File: config.mk
export PLATFORM = sky130hd
export DESIGN_NAME = two_level_local_branch_predictor_top
export DESIGN_NICKNAME = d
export VERILOG_FILES = /design/src/rtl/core/lbp_pkg.sv /design/src/rtl/core/lbp_ram.sv /design/src/rtl/core/lbp_update.sv /design/src/rtl/core/two_level_local_branch_predictor_top.sv
export VERILOG_INCLUDE_DIRS = /design/src /design/src/rtl/core
export SDC_FILE = /design/constraint.sdc
export NUM_CORES = 2
export LEC_CHECK = 0
export ABC_CLOCK_PERIOD_IN_PS = 16600
export BUFFER_PORTS_ARGS = -buffer_cell sky130_fd_sc_hd__buf_4
export CAP_MARGIN = 20
export CORE_MARGIN = 1
export CORE_UTILIZATION = 50
export DETAILED_ROUTE_END_ITERATION = 6
export GPL_ROUTABILITY_DRIVEN = 0
export PLACE_DENSITY = 0.73
export SETUP_SLACK_MARGIN = 0.2
export SYNTH_ARGS = -nofsm -noshare
export SYNTH_HDL_FRONTEND = slang
export SYNTH_SLANG_ARGS = --single-unit
File: constraint.sdc
create_clock -name clk -period 16.6 [get_ports clk]
set_clock_uncertainty 0.05 [all_clocks]
set_input_delay 1.66 -clock clk [delete_from_list [all_inputs] [get_ports clk]]
set_output_delay 1.66 -clock clk [all_outputs]
set_load 0.05 [all_outputs]
File: src/rtl/core/assert_macros.svh
// ---------------------------------------------------------------------------
// Assertion macros shared by the RTL of the local branch predictor.
// Each macro expects signals named clk and rst_n in the enclosing module.
// ---------------------------------------------------------------------------
`ifndef ASSERT_MACROS_SVH
`define ASSERT_MACROS_SVH

// Check that a property holds at every clock edge outside reset.
`define LBP_ASSERT(lbl, prop, msg) \
    lbl: assert property (@(posedge clk) disable iff (!rst_n) (prop)) else $error(msg);

// Check that a condition implies a consequence on the following edge.
`define LBP_ASSERT_NEXT(lbl, ante, cons, msg) \
    lbl: assert property (@(posedge clk) disable iff (!rst_n) (ante) |=> (cons)) \
        else $error(msg);

`endif

File: src/rtl/core/lbp_pkg.sv
`timescale 1ns / 1ps
// ---------------------------------------------------------------------------
// lbp_pkg
// Sizes, entry layout and helpers for the two-level local branch predictor.
// ---------------------------------------------------------------------------
package lbp_pkg;

    // Table geometry
    localparam int ENTRIES         = 64;
    localparam int MISS_COUNT_BITS = 16;
    localparam int IDX_W           = (ENTRIES > 1) ? $clog2(ENTRIES) : 1;

    // Fixed field widths
    localparam int IN_INDEX_W = 6;
    localparam int OUT_MISS_W = 16;
    localparam int HIST_W     = 2;
    localparam int CTR_W      = 2;
    localparam int PATTERNS   = 4;

    // Two-bit counter codes
    localparam logic [CTR_W-1:0] CTR_MIN       = 2'd0;
    localparam logic [CTR_W-1:0] CTR_TAKEN_MIN = 2'd2;
    localparam logic [CTR_W-1:0] CTR_MAX       = 2'd3;

    // One table entry as stored in the RAM
    typedef struct packed {
        logic [MISS_COUNT_BITS-1:0]       miss;
        logic [PATTERNS-1:0][CTR_W-1:0]   ctrs;
        logic [HIST_W-1:0]                hist;
    } entry_t;

    localparam int ENTRY_W = $bits(entry_t);

    // Outcome of one lookup and update
    typedef struct packed {
        logic   predict;
        logic   miss;
        entry_t entry;
    } result_t;

    // Fold an incoming index onto the table
    function automatic logic [IDX_W-1:0] entry_of(input logic [IN_INDEX_W-1:0] raw);
        logic [31:0] wide;
        wide = 32'(raw) % ENTRIES;
        return wide[IDX_W-1:0];
    endfunction

    // Low bits of the miss count as reported on the port
    function automatic logic [OUT_MISS_W-1:0] miss_field(
        input logic [MISS_COUNT_BITS-1:0] m
    );
        logic [63:0] wide;
        wide = 64'(m);
        return wide[OUT_MISS_W-1:0];
    endfunction

endpackage

File: src/rtl/core/lbp_ram.sv
`timescale 1ns / 1ps
// ---------------------------------------------------------------------------
// lbp_ram
// Generic single-clock RAM, one write port, one read port, registered read.
// ---------------------------------------------------------------------------
module lbp_ram #(
    parameter int WIDTH = 8,
    parameter int DEPTH = 16
) (
    input  logic                                   clk,
    input  logic                                   we,
    input  logic [((DEPTH > 1) ? $clog2(DEPTH) : 1)-1:0] waddr,
    input  logic [WIDTH-1:0]                       wdata,
    input  logic                                   re,
    input  logic [((DEPTH > 1) ? $clog2(DEPTH) : 1)-1:0] raddr,
    output logic [WIDTH-1:0]                       rdata
);

    logic [WIDTH-1:0] mem [DEPTH];
    logic [WIDTH-1:0] rdata_reg;

    // Write on request, register read data
    always_ff @(posedge clk)
    begin
        if (we)
        begin
            mem[waddr] <= wdata;
        end
        if (re)
        begin
            rdata_reg <= mem[raddr];
        end
    end

    assign rdata = rdata_reg;

endmodule

File: src/rtl/core/lbp_update.sv
`timescale 1ns / 1ps
// ---------------------------------------------------------------------------
// lbp_update
// Prediction and next-state logic for one table entry.
// ---------------------------------------------------------------------------
module lbp_update (
    input  lbp_pkg::entry_t  entry,
    input  logic             taken,
    output lbp_pkg::result_t result
);

    logic [lbp_pkg::CTR_W-1:0] cnt;
    logic [lbp_pkg::CTR_W-1:0] cnt_next;
    logic                      predict;
    logic                      miss;

    // Pick the counter selected by the local history
    assign cnt     = entry.ctrs[entry.hist];
    assign predict = (cnt >= lbp_pkg::CTR_TAKEN_MIN);
    assign miss    = (predict != taken);

    // Step the counter within its bounds
    always_comb
    begin
        cnt_next = cnt;
        if (taken)
        begin
            if (cnt != lbp_pkg::CTR_MAX)
            begin
                cnt_next = cnt + 2'd1;
            end
        end
        else if (cnt != lbp_pkg::CTR_MIN)
        begin
            cnt_next = cnt - 2'd1;
        end
    end

    // Build the updated entry
    always_comb
    begin
        result.predict          = predict;
        result.miss             = miss;
        result.entry            = entry;
        result.entry.ctrs[entry.hist] = cnt_next;
        result.entry.hist       = {entry.hist[0], taken};
        if (miss && (entry.miss != '1))
        begin
            result.entry.miss = entry.miss + 1'b1;
        end
    end

endmodule

File: src/rtl/core/two_level_local_branch_predictor_top.sv
`timescale 1ns / 1ps
// ---------------------------------------------------------------------------
// two_level_local_branch_predictor_top
// Local-history branch predictor table with per-entry saturating counters
// and misprediction totals, held in one synchronous RAM.
// ---------------------------------------------------------------------------
//  Channel   Handshake        Payload
//  request   start / busy     entry_index, actual_taken
//  result    done (strobe)    predicted_taken, mispredicted, entry_miss_count,
//                             history_after, counter_after_nn/nt/tn/tt
//
//  Each item runs as the RAM read in the accept cycle, then the update and
//  write-back; done pulses in the cycle after the write-back.
//  busy is high for one cycle after each transfer, set by the RAM's
//  read-modify-write of a single entry. Reset clears per-entry valid bits at
//  once; an entry not yet written reads as all zero. No clearing pass.
//  The receiver cannot stall: each result is shown for exactly one cycle.
// ---------------------------------------------------------------------------
module two_level_local_branch_predictor_top (
    input  logic                           clk,
    input  logic                           rst_n,
    input  logic                           start,
    output logic                           busy,
    input  logic [lbp_pkg::IN_INDEX_W-1:0] entry_index,
    input  logic                           actual_taken,
    output logic                           done,
    output logic                           predicted_taken,
    output logic                           mispredicted,
    output logic [lbp_pkg::OUT_MISS_W-1:0] entry_miss_count,
    output logic [lbp_pkg::HIST_W-1:0]     history_after,
    output logic [lbp_pkg::CTR_W-1:0]      counter_after_nn,
    output logic [lbp_pkg::CTR_W-1:0]      counter_after_nt,
    output logic [lbp_pkg::CTR_W-1:0]      counter_after_tn,
    output logic [lbp_pkg::CTR_W-1:0]      counter_after_tt
);

    `include "assert_macros.svh"

    typedef enum logic {
        ST_IDLE,
        ST_UPDATE
    } state_t;

    state_t                        state_reg;
    logic [lbp_pkg::IDX_W-1:0]     idx_reg;
    logic                          taken_reg;
    logic                          done_reg;
    logic                          predict_reg;
    logic                          miss_reg;
    lbp_pkg::entry_t               entry_out_reg;
    logic [lbp_pkg::ENTRIES-1:0]   valid_reg;

    logic                          accept;
    logic [lbp_pkg::IDX_W-1:0]     idx_in;
    logic [lbp_pkg::ENTRY_W-1:0]   rdata;
    logic                          wr_en;
    lbp_pkg::entry_t               entry_rd;
    lbp_pkg::result_t              result;

    assign busy   = (state_reg != ST_IDLE);
    assign accept = start && !busy;
    assign idx_in = lbp_pkg::entry_of(entry_index);
    assign wr_en  = (state_reg == ST_UPDATE);

    // Entry store
    lbp_ram #(
        .WIDTH (lbp_pkg::ENTRY_W),
        .DEPTH (lbp_pkg::ENTRIES)
    ) u_ram (
        .clk   (clk),
        .we    (wr_en),
        .waddr (idx_reg),
        .wdata (result.entry),
        .re    (accept),
        .raddr (idx_in),
        .rdata (rdata)
    );

    // Treat a never-written entry as cleared
    assign entry_rd = valid_reg[idx_reg] ? lbp_pkg::entry_t'(rdata) : '0;

    lbp_update u_update (
        .entry  (entry_rd),
        .taken  (taken_reg),
        .result (result)
    );

    // Mark entries once written back
    always_ff @(posedge clk or negedge rst_n)
    begin
        if (!rst_n)
        begin
            valid_reg <= '0;
        end
        else if (wr_en)
        begin
            valid_reg[idx_reg] <= 1'b1;
        end
    end

    // Sequence the read-modify-write and hold the result registers
    always_ff @(posedge clk or negedge rst_n)
    begin
        if (!rst_n)
        begin
            state_reg     <= ST_IDLE;
            idx_reg       <= '0;
            taken_reg     <= 1'b0;
            done_reg      <= 1'b0;
            predict_reg   <= 1'b0;
            miss_reg      <= 1'b0;
            entry_out_reg <= '0;
        end
        else
        begin
            case (state_reg)
                ST_IDLE:
                begin
                    done_reg <= 1'b0;
                    if (start)
                    begin
                        state_reg <= ST_UPDATE;
                        idx_reg   <= idx_in;
                        taken_reg <= actual_taken;
                    end
                end
                ST_UPDATE:
                begin
                    state_reg     <= ST_IDLE;
                    done_reg      <= 1'b1;
                    predict_reg   <= result.predict;
                    miss_reg      <= result.miss;
                    entry_out_reg <= result.entry;
                end
                default:
                begin
                    state_reg <= ST_IDLE;
                    done_reg  <= 1'b0;
                end
            endcase
        end
    end

    // Drive the result ports
    assign done             = done_reg;
    assign predicted_taken  = predict_reg;
    assign mispredicted     = miss_reg;
    assign entry_miss_count = lbp_pkg::miss_field(entry_out_reg.miss);
    assign history_after    = entry_out_reg.hist;
    assign counter_after_nn = entry_out_reg.ctrs[0];
    assign counter_after_nt = entry_out_reg.ctrs[1];
    assign counter_after_tn = entry_out_reg.ctrs[2];
    assign counter_after_tt = entry_out_reg.ctrs[3];

    // Every transfer yields a result, through the update state and then the done register
    `LBP_ASSERT(a_result_follows, accept |-> ##2 done, "accepted item gave no result")
    // The result strobe never overlaps a read-modify-write
    `LBP_ASSERT(a_done_idle, done |-> !busy, "result shown while busy")
    // A write-back is always followed by the result strobe
    `LBP_ASSERT_NEXT(a_write_done, wr_en, done && !busy, "write-back without result")
    // The miss flag matches the outcome that came with the item
    `LBP_ASSERT(a_miss_flag, done |-> (mispredicted == (predicted_taken != taken_reg)),
        "miss flag disagrees with outcome")

endmodule
# After elaboration in Yosys (flattened, before gate mapping)
# Memory sizes are Yosys's and may differ from the RTL's. A register that Yosys moved wholly into a read port is not among the register bits.
# Index checks and enable logic that the tools add are counted.
classes:
  add_sub_neg: 3
  n_lt_le_gt_ge: 5
  eq_ne: 3
  mux: 19
  bitwise_logic: 2
  n_reduce_logical: 7
op_table:
  columns: ["cell", "count"]
  rows:
  - ["$or A64 B64 Y64", 1]
  - ["$mux W26", 1]
  - ["$add A16 B1 Y16 const B", 1]
  - ["$mux W16", 1]
  - ["$ne A16 B16 Y1 const B", 1]
  - ["$mux W2", 5]
  - ["$bwmux W8", 1]
  - ["$lt A6 B7 Y1 const B", 1]
  - ["$bmux W1 S6", 1]
  - ["$demux W1 S6", 1]
  - ["$ge A6 B1 Y1 const B", 1]
  - ["$mux W1", 5]
  - ["$bmux W2 S2", 1]
  - ["$demux W2 S2", 1]
  - ["$logic_and A1 B1 Y1", 4]
  - ["$pmux W1 S2", 2]
  - ["$lt A2 B3 Y1 const B", 1]
  - ["$add A2 B1 Y2 const B", 1]
  - ["$ge A2 B1 Y1 const B", 1]
  - ["$ge A2 B2 Y1 const B", 1]
  - ["$ne A2 B2 Y1 const B", 1]
  - ["$reduce_and A2 Y1", 1]
  - ["$reduce_bool A2 Y1", 1]
  - ["$sub A2 B1 Y2 const B", 1]
  - ["3 further kinds", 3]
word_totals:
  reg_bits: 101
  ramBits: 1664
  inputBits: 10
  output_inout_bits: 30
  elab_cells: 53
  memories: 1
mem_list:
  columns: ["memory", "depth", "word_bits", "rd", "rd_ports_with_merged_regs", "write_ports", "line", "text"]
  rows:
  - ["u_ram.mem", 64, 26, 1, 1, 1, "lbp_ram.sv:19", "logic [WIDTH-1:0] mem [DEPTH];"]

# Logic depth before layout (Yosys ltp)
logic_depth:
  word_depth: 9
  ltp_mapped: 20

# By module
# A second synthesis with hierarchy kept.
unflattened:
  hier_cells: 3321
  area_unflattened_um2: 69768.2
modules_own_cells:
  columns: ["module", "n_inst", "cells_each", "area_per_inst_um2", "seq_area_each_um2"]
  rows:
  - ["lbp_ram", 1, 2841, 64443.1, 50748.7]
  - ["two_level_local_branch_predictor_top", 1, 389, 4672.0, 2527.4]
  - ["lbp_update", 1, 91, 653.1, 0.0]

# Least setup slack after synthesis
# Ideal clock, no wire load.
synth_path:
  kind: "register -> register"
  from: "register idx_reg[0] (netlist name)"
  to: "memory u_ram.mem[0][19] (netlist name), data pin"
  setup_ns: 0.564
  t_arrival_ns: 5.953
  required_time_ns: 15.986
  setup_slack_ns: 10.034
  path_stages_with_launch: 21
  n_path_buf: 5
  synth_period_minus_slack_ns: 6.566
  cell_sequence: "dfrtp_1 buf_4 and2_4 buf_6 a22oi_1 o221ai_1 a2111o_1 or4_1 buf_2 clkbuf_1 and2_1 ha_1 and3_1 and3_1 nand4_1 nand2b_1 o41ai_2 a22oi_4 buf_4 nor2_1 mux2i_1"
synth_rtl:
  columns: ["item", "line", "text"]
  rows:
  - ["start, declared", "two_level_local_branch_predictor_top.sv:45", "logic [lbp_pkg::IDX_W-1:0] idx_reg;"]
  - ["start signal, assigned", "two_level_local_branch_predictor_top.sv:123", "idx_reg <= idx_in;"]
  - ["end, declared", "lbp_ram.sv:19", null]

==> impl_metrics.csv <==
group,metric,value,unit
status,status,"complete, no violations",
timing,setup_violations,0,
pwr,powerDensity,133,nW/um^2
placed_design,dp.cells,4699,
timing,layout_setup_ws,9.44,ns
timing,final_max_slew_viol_count,0,
finish,fillers,9304,
synthesis,yosys.area_share.xor_xnor,0.102,%
timing,finalHoldViolCount,0,
synthesis,yosysWarnings,0,
synthesis,synth_top_family_by_area,"multiplexers",
synthesis,synth_most_common_cell,"edfxtp_1",
synthesis,synth_cells,2930,
critical_path,slowest_stage,"or4_1",
min_path,hold_depth,1,
critical_path,arrival,7.81,ns
synthesis,synth_simple_gate_area_share,2.11,%
critical_path,slowest_delay,0.96,ns
synthesis,ys_seq_area_share,77.2,%
synthesis,synth.cell_area,69000,sq um
detailed_routing,drt_wl_total,173000,um
detailed_routing,vias_per_cell,6.58,
global_routing,grt_antenna_before_repair,16,
timing,max_freq,140,MHz
placed_design,dpl_worst_slack,9.60,ns
synthesis,synth.area.mux_share,18.8,%
die,die_w,374,um
finish,final_cell_area,77900,sq um
global_routing,grt_overflow,0,
placed_design,port_buffers,39,
finish,drive_above_1_share,34.5,%
min_path,hp-class,"reg -> reg",
clocking,clk_latency,0.78,ns
die,die_y,374,um
clocking,holdBufCountCts,0,
critical_path,r2r-start,"idx_reg[1]",
critical_path,end_kind,"register",
min_path,min_to,"valid_reg[5]",
min_path,hold_start,"valid_reg[5]",
clocking,cts_repair_resize_count,0,
timing,fin_setup_tns,0,ns
critical_path,cp-start-kind,"register",
synthesis,synth_edf_count,1690,
clocking,htreeDepth,4,
clocking,clk_pin_slew,0.06,ns
critical_path,cp_cell_sequence,"nor2_1, a22oi_1, o221ai_1, a2111o_1, or4_1, and2_1, ha_1, and3_1, and3_1, nand4_1, and2_1, nand3_1, or3_1, a21oi_4, buf_4, mux2_2",
clocking,cts.root.buffer_cell,"clkbuf_16",
flow_run,drv_cap,0,
placed_design,place_area,72500,sq um
critical_path,critPathKind,"reg -> reg",
synthesis,ys_top_cells_by_count,"1690 x edfxtp_1, 551 x mux4_2, 104 x clkbuf_1",
clocking,cts_buffer_depth,3,
synthesis,synthAdderAreaFrac,0.0471,%
timing,relSlewSlack,25.7,%
synthesis,syn-num-nets,2941,
die,boundaryPins,40,
global_routing,track_usage,25.0,%
synthesis,synth_compound_area_share,0.789,%
finish,largest_reg_flops,1664,
die,core,136000,sq um
pwr,vdd_drop_max,119,uV
detailed_routing,drt_iter0_markers,4759,
synthesis,synth-main-ff-cell,"edfxtp_1",
clocking,clkSinkCount,1791,
timing,worstMarginPinSlew,1.11,ns
die,initial_utilization,50.7,%
timing,final.period_utilization,43.1,%
die,fp.dieArea,140000,sq um
critical_path,worstPathRequired,17.25,ns
detailed_routing,ant_nets,0,
finish,final_core_util,57.2,%
clocking,cts_tree,"done",
critical_path,timing.rr.end,"entry_miss_count[15]",
die,rows,135,
synthesis,async_flop_share,5.64,%
clocking,cts_setup_buffers,0,
placed_design,dp_hpwl,92400,um
global_routing,grt_start_max_net_pins,142,
synthesis,synth_top_cell_by_area,"edfxtp_1",
synthesis,yosysUniqueCellTypes,63,
critical_path,critPathMaxFanout,33,
clocking,numCtsBuffers,171,
detailed_routing,post_drt_wl_per_cell,34.5,um
synthesis,ys_seq_elements,1791,
timing,period_minus_slack,7.16,ns
critical_path,reg2reg_setup_slack,9.44,ns
synthesis,yosys-top-cells-area,"edfxtp_1 74%, mux4_2 18%, dfrtp_1 3.7%",
detailed_routing,vias,33002,
detailed_routing,drt_first_pass_iters,7,
detailed_routing,post-route-drc-count,0,
pwr,leakagePower,24.9,nW
critical_path,r2r.worst_path.cells,16,
synthesis,syn_area_per_cell,23.6,sq um
global_routing,grt_pass1_wl,245000,um
finish,final_cells,5018,
synthesis,netlist.area_leader.share,73.5,%
global_routing,grt_pass1_vias,33713,
finish,nNetsFinal,3103,
timing,rsz0062_at_grt,"no",
finish,area_growth,12.9,%
-- routing by layer --
layer,track usage (%),vias up,share of wire [%]
li1,-,12813,-
met3,5.50,312,10
met4,9.52,8,3.6
met1,33.4,17713,37
met5,0,-,0.032
met2,40.4,2156,49
-- kinds of logic (layout without fill, tap and decap cells) --
| logic type | after synthesis | in the layout |
|---|---|---|
| AOI/OAI and AO/OA | 75 | 75 |
| xor gates and xnor gates | 8 | 8 |
| adders and majority gates | 3 | 3 |
| buffers and inverters | 165 | 465 |
| DFF | 1791 | 1791 |
| muxes | 603 | 603 |
| other | 0 | 7 |
| and+or+nand+nor | 285 | 285 |
-- worst max path at each step --
stage                         startpoint                   end  slack [ns]  cells after the start
after detailed placement  entry_index[0]       u_ram.rdata[22]        9.60                      7
final                         idx_reg[1]  entry_miss_count[15]        9.44                     16
after global routing          idx_reg[1]  entry_miss_count[11]        9.33                     16
after floorplan               idx_reg[0]      u_ram.mem[0][19]       10.03                     20
after global placement    entry_index[0]        u_ram.rdata[6]        9.71                      7
after CTS                     idx_reg[1]  entry_miss_count[15]        9.77                     16
-- area by class of cell --
cell class	count	area (sq um)	share of cell area, %
sequential	1791	53300	68.4
multi-input combinational	974	15800	20.2
clock buffer	226	4670	6.00
tap	1781	2230	2.86
timing repair buffer	147	1210	1.55
clock inverter	85	726	0.931
inverter	7	26.3	0.0337
antenna	7	17.5	0.0225
-- stage by stage --
| stage | power, mW | hold WS, ns |
|---|---|---|
| after floorplan | 6.18 | 0.381 |
| after global placement | 6.59 | 0.399 |
| after detailed placement | 6.66 | 0.400 |
| after CTS | 10.4 | 0.413 |
| after global routing | 10.6 | 0.428 |
| final | 10.4 | 0.412 |
-- power breakdown --
| part | switching, mW | total [mW] | internal, mW |
|---|---|---|---|
| Sequential | 0.0826 | 5.45 | 5.36 |
| Combinational | 0.802 | 1.14 | 0.337 |
| Clock | 1.62 | 3.78 | 2.16 |
-- worst max-delay path, delay by kind of cell, from the launching register on --
family	cells	cell delay, ns
compound gates	4	1.89
fa+ha+maj	1	0.25
mux	1	0.23
simple gates	9	3.29
flops	1	0.85
buf+inv	1	0.48
-- cells in the final DEF (no fill, tap or decap), types with 17 or more instances in the layout --
| cell | n |
|---|---|
| mux4_2 | 551 |
| edfxtp_1 | 1690 |
| buf_4 | 137 |
| mux2i_1 | 18 |
| dfrtp_1 | 100 |
| nor2_1 | 17 |
| or2_2 | 64 |
| clkinv_1 | 43 |
| mux2_2 | 29 |
| nor2_4 | 73 |
| clkbuf_16 | 178 |
| clkbuf_1 | 44 |
| nand2_1 | 48 |
Note: power is estimated with default switching activity, not from simulation.
